### config.mk
export PLATFORM = sky130hd
export DESIGN_NAME = base64url_token_encoder
export DESIGN_NICKNAME = d
export VERILOG_FILES = /design/src/hw/rtl/b64e_pkg.sv /design/src/hw/rtl/b64e_fifo.sv /design/src/hw/rtl/b64e_front.sv /design/src/hw/rtl/b64e_back.sv /design/src/hw/rtl/base64url_token_encoder.sv
export SDC_FILE = /design/constraint.sdc
export NUM_CORES = 1
export LEC_CHECK = 0
export ABC_AREA = 1
export CORE_ASPECT_RATIO = 1.2
export CORE_MARGIN = 4
export CORE_UTILIZATION = 58
export DETAILED_ROUTE_END_ITERATION = 7
export DONT_BUFFER_PORTS = 1
export HOLD_SLACK_MARGIN = 0.06
export PLACE_DENSITY_LB_ADDON = 0.12
export SYNTH_ARGS = -nofsm -noshare
export SYNTH_HDL_FRONTEND = slang
export SYNTH_SLANG_ARGS = --single-unit
export TNS_END_PERCENT = 5
### constraint.sdc
create_clock -name clk -period 2.97 [get_ports clk]
set_clock_uncertainty 0.2 [all_clocks]
set_input_delay 0.297 -clock clk [delete_from_list [all_inputs] [get_ports clk]]
set_output_delay 0.297 -clock clk [all_outputs]
set_load 0.005 [all_outputs]
### src/hw/rtl/b64e_pkg.sv
// b64e_pkg: shared types, constants and the symbol lookup for the base64url token encoder
// used by every module under hw/rtl; depends on nothing
package b64e_pkg;

	localparam int QDEPTH = 4;
	localparam int QAW    = $clog2(QDEPTH);
	localparam int QCW    = $clog2(QDEPTH + 1);

	localparam logic [7:0] CH_DOT = 8'h2E;
	localparam logic [7:0] CH_D   = 8'h64;
	localparam logic [7:0] CH_E   = 8'h65;
	localparam logic [7:0] CH_V   = 8'h76;

	// suffix character codes, in emit order after a group
	typedef enum logic [1:0] {
		SFX_DOT = 2'd0,
		SFX_D   = 2'd1,
		SFX_E   = 2'd2,
		SFX_V   = 2'd3
	} sfx_t;

	// one unit of work for the back end
	typedef struct packed {
		logic        has_group;
		logic [23:0] group;
		logic        has_dot;
		logic        has_dev;
	} job_t;

	typedef struct packed {
		logic full;
		logic empty;
	} q_stat_t;

	function automatic logic [7:0] b64_char(input logic [5:0] v);
		logic [7:0] c;
		priority if (v < 6'd26) begin
			c = 8'h41 + {2'b00, v};
		end else if (v < 6'd52) begin
			c = 8'h61 + {2'b00, v} - 8'd26;
		end else if (v < 6'd62) begin
			c = 8'h30 + {2'b00, v} - 8'd52;
		end else if (v == 6'd62) begin
			c = 8'h2D;
		end else begin
			c = 8'h5F;
		end
		return c;
	endfunction

endpackage

### src/hw/rtl/b64e_fifo.sv
// b64e_fifo: short job queue between front and back end
// depends on b64e_pkg (job_t, q_stat_t, queue depth)
module b64e_fifo (
	input  logic               clk,
	input  logic               arst_n,
	input  logic               push,
	input  b64e_pkg::job_t     push_data,
	input  logic               pop,
	output b64e_pkg::job_t     head,
	output b64e_pkg::q_stat_t  stat
);
	import b64e_pkg::*;

	job_t            mem_q [QDEPTH];
	logic [QAW-1:0]  wr_ptr_q;
	logic [QAW-1:0]  rd_ptr_q;
	logic [QCW-1:0]  count_q;
	logic            do_push;
	logic            do_pop;

	assign stat.full  = (count_q == QCW'(QDEPTH));
	assign stat.empty = (count_q == '0);
	assign do_push    = push && !stat.full;
	assign do_pop     = pop && !stat.empty;
	assign head       = mem_q[rd_ptr_q];

	always_ff @(posedge clk) begin
		if (do_push) begin
			mem_q[wr_ptr_q] <= push_data;
		end
	end

	always_ff @(posedge clk or negedge arst_n) begin
		if (!arst_n) begin
			wr_ptr_q <= '0;
			rd_ptr_q <= '0;
			count_q  <= '0;
		end else begin
			if (do_push) begin
				wr_ptr_q <= wr_ptr_q + QAW'(1);
			end
			if (do_pop) begin
				rd_ptr_q <= rd_ptr_q + QAW'(1);
			end
			unique case ({do_push, do_pop})
				2'b10:   count_q <= count_q + QCW'(1);
				2'b01:   count_q <= count_q - QCW'(1);
				default: count_q <= count_q;
			endcase
		end
	end

endmodule

### src/hw/rtl/b64e_front.sv
// b64e_front: accepts input transactions, gathers bytes into groups and builds jobs
// depends on b64e_pkg (job_t, q_stat_t)
module b64e_front (
	input  logic               clk,
	input  logic               arst_n,
	input  logic               in_valid,
	output logic               in_stall,
	input  logic [7:0]         data_byte,
	input  logic               byte_present,
	input  logic               segment_end,
	input  logic               segment_kind,
	input  b64e_pkg::q_stat_t  q_stat,
	output logic               push,
	output b64e_pkg::job_t     job
);
	import b64e_pkg::*;

	logic [15:0] held_bytes_q;
	logic [1:0]  held_count_q;
	logic [15:0] held_n;
	logic [1:0]  cnt_n;
	logic        accept;

	assign in_stall = q_stat.full;
	assign accept   = in_valid && !q_stat.full;

	always_comb begin
		job    = '0;
		held_n = held_bytes_q;
		cnt_n  = held_count_q;
		if (byte_present) begin
			if (held_count_q == 2'd2) begin
				job.has_group = 1'b1;
				job.group     = {held_bytes_q, data_byte};
				held_n        = '0;
				cnt_n         = 2'd0;
			end else begin
				held_n = {held_bytes_q[7:0], data_byte};
				cnt_n  = held_count_q + 2'd1;
			end
		end
		if (segment_end) begin
			// flush a short group, zero filled
			if (cnt_n == 2'd1) begin
				job.has_group = 1'b1;
				job.group     = {held_n[7:0], 16'h0000};
			end else if (cnt_n == 2'd2) begin
				job.has_group = 1'b1;
				job.group     = {held_n, 8'h00};
			end
			job.has_dot = 1'b1;
			job.has_dev = segment_kind;
			held_n      = '0;
			cnt_n       = 2'd0;
		end
	end

	assign push = accept && (job.has_group || job.has_dot);

	always_ff @(posedge clk or negedge arst_n) begin
		if (!arst_n) begin
			held_bytes_q <= '0;
			held_count_q <= '0;
		end else if (accept) begin
			held_bytes_q <= held_n;
			held_count_q <= cnt_n;
		end
	end

endmodule

### src/hw/rtl/b64e_back.sv
// b64e_back: walks the head job one character per cycle into the output register while out_stall is low
// depends on b64e_pkg (job_t, q_stat_t, b64_char, suffix characters)
module b64e_back (
	input  logic               clk,
	input  logic               arst_n,
	input  b64e_pkg::job_t     head,
	input  b64e_pkg::q_stat_t  q_stat,
	output logic               pop,
	output logic               out_valid,
	input  logic               out_stall,
	output logic [7:0]         out_char,
	output logic               last_of_run
);
	import b64e_pkg::*;

	logic [2:0] pos_q;
	logic       out_valid_q;
	logic [7:0] out_char_q;
	logic       last_q;
	logic       adv;
	logic       load;
	logic       at_last;
	logic [3:0] n_chars;
	logic [2:0] last_idx;
	logic [2:0] grp_len;
	logic [2:0] sfx_len;
	logic [5:0] sextet;
	logic [2:0] sfx_pos;
	sfx_t       sfx;
	logic [7:0] next_char;

	assign grp_len  = head.has_group ? 3'd4 : 3'd0;
	assign sfx_len  = head.has_dot ? (head.has_dev ? 3'd4 : 3'd1) : 3'd0;
	assign n_chars  = {1'b0, grp_len} + {1'b0, sfx_len};
	assign last_idx = 3'(n_chars - 4'd1);
	assign at_last  = (pos_q == last_idx);

	assign adv  = !out_valid_q || !out_stall;
	assign load = adv && !q_stat.empty;
	assign pop  = load && at_last;

	always_comb begin
		unique case (pos_q[1:0])
			2'd0:    sextet = head.group[23:18];
			2'd1:    sextet = head.group[17:12];
			2'd2:    sextet = head.group[11:6];
			default: sextet = head.group[5:0];
		endcase
		sfx_pos = pos_q - grp_len;
		sfx     = sfx_t'(sfx_pos[1:0]);
		if (head.has_group && !pos_q[2]) begin
			next_char = b64_char(sextet);
		end else begin
			unique case (sfx)
				SFX_DOT: next_char = CH_DOT;
				SFX_D:   next_char = CH_D;
				SFX_E:   next_char = CH_E;
				SFX_V:   next_char = CH_V;
				default: next_char = CH_DOT;
			endcase
		end
	end

	always_ff @(posedge clk or negedge arst_n) begin
		if (!arst_n) begin
			pos_q       <= '0;
			out_valid_q <= 1'b0;
		end else if (adv) begin
			out_valid_q <= !q_stat.empty;
			if (load) begin
				pos_q <= at_last ? 3'd0 : pos_q + 3'd1;
			end
		end
	end

	always_ff @(posedge clk) begin
		if (load) begin
			out_char_q <= next_char;
			last_q     <= at_last;
		end
	end

	assign out_valid   = out_valid_q;
	assign out_char    = out_char_q;
	assign last_of_run = last_q;

endmodule

### src/hw/rtl/base64url_token_encoder.sv
// base64url_token_encoder: top level of the token encoder
// depends on b64e_pkg, b64e_front, b64e_fifo, b64e_back
//
// Usage:
//   Input channel (in_valid/in_stall) carries one byte of segment text per
//   transaction (byte_present) plus segment_end and segment_kind. Every three
//   bytes give four base64url characters; a segment end flushes a short group
//   zero filled, then emits '.', and for a payload segment also "dev".
//   Output channel (out_valid/out_stall) carries one character per
//   transaction; last_of_run marks the final character of an input item.
//   The first character of an item passes through the job queue and then the
//   output register. The output register gives one character per cycle while
//   out_stall is low; an item makes 0, 1, 4, 5 or 8 characters, and items with
//   no characters are not queued. The back end walking characters sets this rate.
//   A four-entry job queue lets the input keep accepting while characters
//   drain; in_stall rises only when that queue is full.
//   When the receiver stalls, the output holds its character and the queue
//   fills. Reset (arst_n low) empties the queue and clears held bytes.
module base64url_token_encoder (
	input  logic       clk,
	input  logic       arst_n,
	input  logic       in_valid,
	output logic       in_stall,
	input  logic [7:0] data_byte,
	input  logic       byte_present,
	input  logic       segment_end,
	input  logic       segment_kind,
	output logic       out_valid,
	input  logic       out_stall,
	output logic [7:0] out_char,
	output logic       last_of_run
);
	import b64e_pkg::*;

	job_t    push_job;
	job_t    head_job;
	q_stat_t q_stat;
	logic    push;
	logic    pop;

	b64e_front u_front (
		.clk          (clk),
		.arst_n       (arst_n),
		.in_valid     (in_valid),
		.in_stall     (in_stall),
		.data_byte    (data_byte),
		.byte_present (byte_present),
		.segment_end  (segment_end),
		.segment_kind (segment_kind),
		.q_stat       (q_stat),
		.push         (push),
		.job          (push_job)
	);

	b64e_fifo u_fifo (
		.clk       (clk),
		.arst_n    (arst_n),
		.push      (push),
		.push_data (push_job),
		.pop       (pop),
		.head      (head_job),
		.stat      (q_stat)
	);

	b64e_back u_back (
		.clk         (clk),
		.arst_n      (arst_n),
		.head        (head_job),
		.q_stat      (q_stat),
		.pop         (pop),
		.out_valid   (out_valid),
		.out_stall   (out_stall),
		.out_char    (out_char),
		.last_of_run (last_of_run)
	);

endmodule

-- Word level (Yosys, flattened, before mapping)
Memories as Yosys holds them, arrays and structs flattened.
Cells that the tools add are included.
- memories kept: 1
- bits of input ports: 15
- logic and storage cells: 84
- output and inout bits: 11
- RAM bits: 108
- flip-flop bits (word level): 38
- memory list (memory ; depth ; width ; rd ports ; clocked after Yosys merged registers in ; write ports ; line ; source):
    u_fifo.mem_q ; 4 ; 27 ; 1 ; 0 ; 1 ; b64e_fifo.sv:14 ; job_t mem_q [QDEPTH];
- add/sub/neg operators: 14
- equality and inequality tests: 13
- reductions and logical operators: 19
- multiplexer cells: 25
- magnitude comparators: 3
- operators with widths (operator ; count):
    2-to-1 mux 25 bit ; 4
    2-to-1 mux 16 bit ; 3
    2-to-1 mux 8 bit ; 4
    one-hot mux 8 bit (4 select lines) ; 1
    2-to-1 mux 27 bit ; 1
    one-hot mux 6 bit (3 select lines) ; 1
    adder 7 x 6 -> 8 bit (first input constant) ; 2
    equality test 2 bit (second input constant) ; 6
    < comparator 6 bit (second input constant) ; 2
    2-to-1 mux 3 bit ; 4
    equality test 2 x 1 -> 1 bit (second input constant) ; 4
    subtractor 8 x 5 -> 8 bit (second input constant) ; 1
    subtractor 8 x 6 -> 8 bit (second input constant) ; 1
    adder 6 x 6 -> 7 bit (first input constant) ; 1
    logical AND 1 bit ; 7
    2-to-1 mux 7 bit ; 1
    adder 2 x 1 -> 2 bit (second input constant) ; 3
    adder 3 x 1 -> 3 bit (second input constant) ; 2
    equality test 6 bit (second input constant) ; 1
    < comparator 6 x 5 -> 1 bit (second input constant) ; 1
    2-to-1 mux 2 bit ; 3
    one-hot mux 3 bit (2 select lines) ; 1
    subtractor 3 x 1 -> 3 bit (second input constant) ; 2
    logical NOT 1 bit ; 5
    other kinds (10) ; 13

-- Longest topological paths before layout
- depth after elaboration: 12
- mapped depth: 23
- gate-level depth less buffers: 20

-- By module
From an unflattened synthesis, not the netlist that was laid out.
- cells, all modules: 838
- area total of the unflattened synthesis: 7749.9 um2
- modules (own cells, without submodules) (module ; instances ; cells each ; area each (um2)):
    b64e_fifo ; 1 ; 375 ; 4754.6
    b64e_front ; 1 ; 270 ; 1632.8
    b64e_back ; 1 ; 193 ; 1362.6

-- Worst setup path before layout
OpenSTA, ideal clock, no wires.
- path type: flip-flop to flip-flop
- start: reg u_front.held_count_q[0]
- end: mem u_fifo.mem_q[0][0] (netlist name), enable pin
- arrival: 2.305 ns
- setup time: 0.411 ns
- setup slack: 0.054 ns
- required time: 2.359 ns
- stages on the path, launching flop included: 6
- path through: dfrtp_1 > nor2_1 > clkinv_1 > nor2_1 > o21ai_1 > nor2_1
- word-level cells in the longest chain between the ends: 12
- elaborated cells on any way between the ends: 16
- those cells by class: add/sub: 1; eq/ne: 3; mux: 9; reduce/logical: 3
- ends and longest elaborated chain (element ; line ; source):
    start, declared ; b64e_front.sv:19 ; logic [1:0] held_count_q;
    start signal, assigned ; b64e_front.sv:66 ; held_count_q <= cnt_n;
    adder 2 x 1 -> 2 bit or equality test 2 bit (tied branches) ; b64e_front.sv:39, b64e_front.sv:32 ;
    2-to-1 mux 2 bit ; b64e_front.sv:32 ; if (held_count_q == 2'd2) begin
    2-to-1 mux 2 bit ; b64e_front.sv:31 ; if (byte_present) begin
    equality test 2 bit ; b64e_front.sv:47 ; end else if (cnt_n == 2'd2) begin
    2-to-1 mux 25 bit ; b64e_front.sv:47 ;
    2-to-1 mux 25 bit ; b64e_front.sv:44 ; if (cnt_n == 2'd1) begin
    2-to-1 mux 27 bit (*) ; b64e_front.sv:42 ; if (segment_end) begin
    logical OR 1 bit (*) ; b64e_front.sv:58 ; assign push = accept && (job.has_group || job.has_dot);
    logical AND 1 bit (*) ; b64e_front.sv:58 ;
    logical AND 1 bit (*) ; b64e_fifo.sv:23 ; assign do_push = push && !stat.full;
    2-to-1 mux 1 bit (*) ; b64e_fifo.sv:28 ; if (do_push) begin
    2-to-1 mux 1 bit (implied by the code) (*) ; b64e_fifo.sv:29 ; mem_q[wr_ptr_q] <= push_data;
    end, declared ; b64e_fifo.sv:14 ;
Mark *: on every way between the ends. The rest lies on a longest branch, timed or not.

-- Final worst setup path
- start: reg u_fifo.rd_ptr_q[0]
- end: reg u_fifo.count_q[1]
- word-level cells in the longest chain between the ends: 10
- elaborated cells on any way between the ends: 13
- those cells by class: add/sub: 2; eq/ne: 3; mux: 4; reduce/logical: 3; memory: 1
- ends and longest elaborated chain (element ; line ; source):
    start, declared ; b64e_fifo.sv:16 ; logic [QAW-1:0] rd_ptr_q;
    start signal, assigned ; b64e_fifo.sv:43 ; rd_ptr_q <= rd_ptr_q + QAW'(1);
    memory (4 x 27 bit) (*) ; n/a ;
    2-to-1 mux 3 bit (2 in a row) ; b64e_back.sv:33 ; assign sfx_len = head.has_dot ? (head.has_dev ? 3'd4 : 3'd1) : 3'd0;
    adder 3 bit (*) ; b64e_back.sv:34 ; assign n_chars = {1'b0, grp_len} + {1'b0, sfx_len};
    subtractor 3 x 1 -> 3 bit (*) ; b64e_back.sv:35 ; assign last_idx = 3'(n_chars - 4'd1);
    equality test 3 bit (*) ; b64e_back.sv:36 ; assign at_last = (pos_q == last_idx);
    logical AND 1 bit (*) ; b64e_back.sv:40 ; assign pop = load && at_last;
    logical AND 1 bit (*) ; b64e_fifo.sv:24 ; assign do_pop = pop && !stat.empty;
    net u_fifo.do_pop ; b64e_fifo.sv:19 ; logic do_pop;
    equality test 2 x 1 -> 1 bit or equality test 2 bit (tied branches) ; b64e_fifo.sv:45 ; unique case ({do_push, do_pop})
    one-hot mux 3 bit (2 select lines) or nonzero test 2 bit (tied branches) ; n/a ;
    end signal, assigned ; b64e_fifo.sv:46 ; 2'b10: count_q <= count_q + QCW'(1);
    end signal, assigned ; b64e_fifo.sv:47 ; 2'b01: count_q <= count_q - QCW'(1);
    end signal, assigned ; b64e_fifo.sv:48 ; default: count_q <= count_q;
    end, declared ; b64e_fifo.sv:17 ; logic [QCW-1:0] count_q;
The timed path passes the listed nets; every way through them passes the cells marked *.
A chain may end at the register's enable or synchronous reset.

==> flow_metrics.tcl <==
set metrics [dict create \
    power_frac_comb_pct 47.9 \
    yosys_register_bits 146 \
    grt_use_met1_pct 30.0 \
    cts_buffers 17 \
    switching_share_pct 40.8 \
    pwr-share-clk_pct 21.9 \
    die_area_um2 14400 \
    cp.arrival_ns 2.94 \
    required_ns 3.07 \
    grtUsageTotal_pct 23.7 \
    synthDominantCellAreaShare_pct 48.2 \
    use_met2_pct 41.2 \
    synth_area_leaders "edfxtp_1, dfrtp_1, nand2_1" \
    final_area_um2 8410 \
    first_iter_violations 408 \
    hold_viol 0 \
    diodes 0 \
    rsz0062_at_grt "yes" \
    yosysWarnings 0 \
    dr.pass1.iters 5 \
    initial_core_util_pct 59.7 \
    synth_area_per_cell_um2 9.75 \
    ir_drop_mv 0.671 \
    placed_area_um2 7610 \
    netlist_area_um2 7300 \
    drc 0 \
    vias 5321 \
    drt_wl_total_mm 16.1 \
    grt_overflow 0 \
    power.density_nw_per_um2 1160 \
    cts.sinks 146 \
    drtAntennaViolNets 0 \
    grt_use_met3_pct 3.88 \
    slew_headroom_pct 40.9 \
    cp_max_fo 16 \
    grt-busiest-layer "met2" \
    pin_count 26 \
    switchingPower_w 0.00400 \
    die_h_um 131 \
    cts.clk_slew.worst_paths_ns 0.06 \
    synth_top_area_cell "edfxtp_1" \
    h-tree-depth 4 \
    crit_start "u_fifo.rd_ptr_q[0]$_DFFE_PN0P_" \
    syn-num-nets 782 \
    pwr-share-seq_pct 30.3 \
    grt_pass1_wl_mm 25.7 \
    synth.yosys.seq_area_share_pct 58.1 \
    min_path_type "in -> reg" \
    r2r-start "u_fifo.rd_ptr_q[0]$_DFFE_PN0P_" \
    finalSetupViolations 0 \
    drv_slew 0 \
    gp_congestion 0.971 \
    clk_latency_ns 0.41 \
    worst_pin_slew_ns 0.886 \
    p_leak_nw 3.51 \
    dieWidth_um 110 \
    cts_tree "done" \
    portBuffers 0 \
    ctsLongestPathBuffers 2 \
    synthToLayoutAreaGrowth_pct 15.3 \
    grt_pass1_vias 5214 \
    avgRoutedWirePerCell_um 16.6 \
    drive_above_1_share_pct 15.0 \
    fmax_mhz 351 \
    netlist_instances 748 \
    grt_antenna_before_repair 0 \
    period_minus_slack_ns 2.85 \
    coreArea_um2 12200 \
    min_from "data_byte[1]" \
    post-dp-hpwl_mm 10.7 \
    startpoint_type "flip-flop" \
    cap_violations 0 \
    intPower_w 0.00580 \
    layout.nets 825 \
    rows 44 \
    grt_max_degree 38 \
    status "completed" \
    final_core_util_pct 68.8 \
    critical_path_class "reg -> reg" \
    cts-root-buf "clkbuf_16" \
    end_kind "flip-flop" \
    avgViaCountPerCell 5.51 \
    finalCritPeriodShare_pct 95.8 \
    ys_types 42 \
]
## worst paths after layout
kind	slack, ns	endpoint	cells past startpoint
min in group asynchronous	0.12	u_fifo.count_q[0]$_DFFE_PN0P_	2
min	0.08	u_fifo.mem_q[3][3]$_DFFE_PP_	2
max reg2reg	0.12	u_fifo.count_q[1]$_DFFE_PN0P_	13
max	0.12	u_fifo.count_q[1]$_DFFE_PN0P_	13
min reg2reg	0.35	u_back.out_valid$_DFFE_PN0N_	2
max in group asynchronous	2.27	u_fifo.rd_ptr_q[0]$_DFFE_PN0P_	2
## repair_timing
action                                 4_1_cts  5_1_grt
buffers inserted                             0        2
hold buffers                                13        0
endpoints found under the hold margin       80        0
gates resized for setup                      0       19
setup endpoints to repair                    0       28
## synth_stat cells, drive strengths merged
master  count
nor2       83
a21oi      24
o221ai      2
or2         2
nand4       4
nor3        3
fa          1
edfxtp    117
a22oi       8
xor2        5
dfrtp      29
mux2        1
xnor2       3
clkinv      3
nand3      66
o22ai      18
nand2     185
ha         18
o31ai       1
o32ai       6
o211ai      6
clkbuf      5
inv        85
o21ai      50
buf        23
## cell type report
type	count	area, um^2
clock inverter	11	155
tap	161	201
inverter	88	340
clock buffer	21	440
multi-input combinational	486	2570
sequential	146	4240
timing repair buffer	52	464
fill	952	3810
## per-layer routing
metal / part of all wire [%] / routed length (um) / vias to the layer above
li1: - / - / 2620
met1: 42 / 6720 / 2508
met2: 51 / 8230 / 169
met3: 5.3 / 849 / 24
met4: 1.6 / 265 / 0
met5: 0 / 0 / -
## placed cells by master (no fill, tap or decap), types with 3 or more instances in the layout
| master | n |
|---|---|
| clkinvlp_4 | 4 |
| nand2_1 | 172 |
| edfxtp_1 | 117 |
| xor2_1 | 5 |
| nor2_1 | 76 |
| ha_1 | 14 |
| dfrtp_1 | 28 |
| nor3_1 | 3 |
| o32ai_1 | 6 |
| nor2_2 | 6 |
| o21ai_0 | 30 |
| nand3_2 | 4 |
| inv_1 | 76 |
| buf_12 | 3 |
| dlygate4sd3_1 | 11 |
| o211ai_1 | 4 |
| clkbuf_16 | 17 |
| o21ai_4 | 3 |
| o22ai_1 | 18 |
| buf_4 | 36 |
| clkinv_1 | 3 |
| nand2_2 | 11 |
| clkbuf_1 | 4 |
| bufinv_16 | 3 |
| a21oi_1 | 21 |
| ha_2 | 3 |
| nand3_1 | 62 |
| a22oi_1 | 8 |
| o21ai_1 | 15 |
| xnor2_1 | 3 |
| inv_2 | 7 |
## cell families (layout without fill, tap and decap cells)
logic type	after synthesis	count (layout)	synth area share (%)
compound gates	115	115	9.93
fa+ha+maj	19	19	3.36
xor+xnor	8	8	0.960
buf+inv	116	172	7.39
simple gates	343	343	20.1
mux	1	1	0.154
flops	146	146	58.1
## state kept, by name, summed over array words and instances, names as in the netlist
name,flops
u_fifo.wr_ptr_q,2
u_back.last_of_run,1
u_back.pos_q,3
u_fifo.mem_q,108
u_front.held_bytes_q,16
u_back.out_char,8
u_back.out_valid,1
u_front.held_count_q,2
u_fifo.count_q,3
u_fifo.rd_ptr_q,2
## power groups by stage
stage               clock (W)  combinational [W]  sequential, W
CTS                   0.00217            0.00455        0.00296
finish                0.00214            0.00469        0.00297
global placement            0            0.00445        0.00298
floorplan                   0            0.00336        0.00292
global route          0.00226            0.00526        0.00300
detailed placement          0            0.00450        0.00299
## worst max-delay path: stages (launching register included)
cell     delay (ns)
dfrtp_2        0.50
inv_8          0.15
buf_12         0.15
nand2_1        0.05
nand3_1        0.06
nand2_1        0.08
nor2_1         0.16
nand3_1        0.08
o21ai_1        0.11
nand2_2        0.12
nor2_4         0.15
ha_2           0.23
fa_2           0.42
mux2_2         0.26
## per-stage QoR
step,power (W),setup slack (ns),instances,TNS [ns],hold WS [ns]
final,0.00980,0.124,965,0,0.0831
after global routing,0.0105,-0.0331,965,-0.104,0.0969
after CTS,0.00968,0.0291,963,0,0.0631
after detailed placement,0.00749,0.0537,918,0,-0.198
after global placement,0.00743,0.0819,918,0,-0.198
after floorplan,0.00628,0.0545,748,0,-0.199
Power figures use the tool's default switching activity.
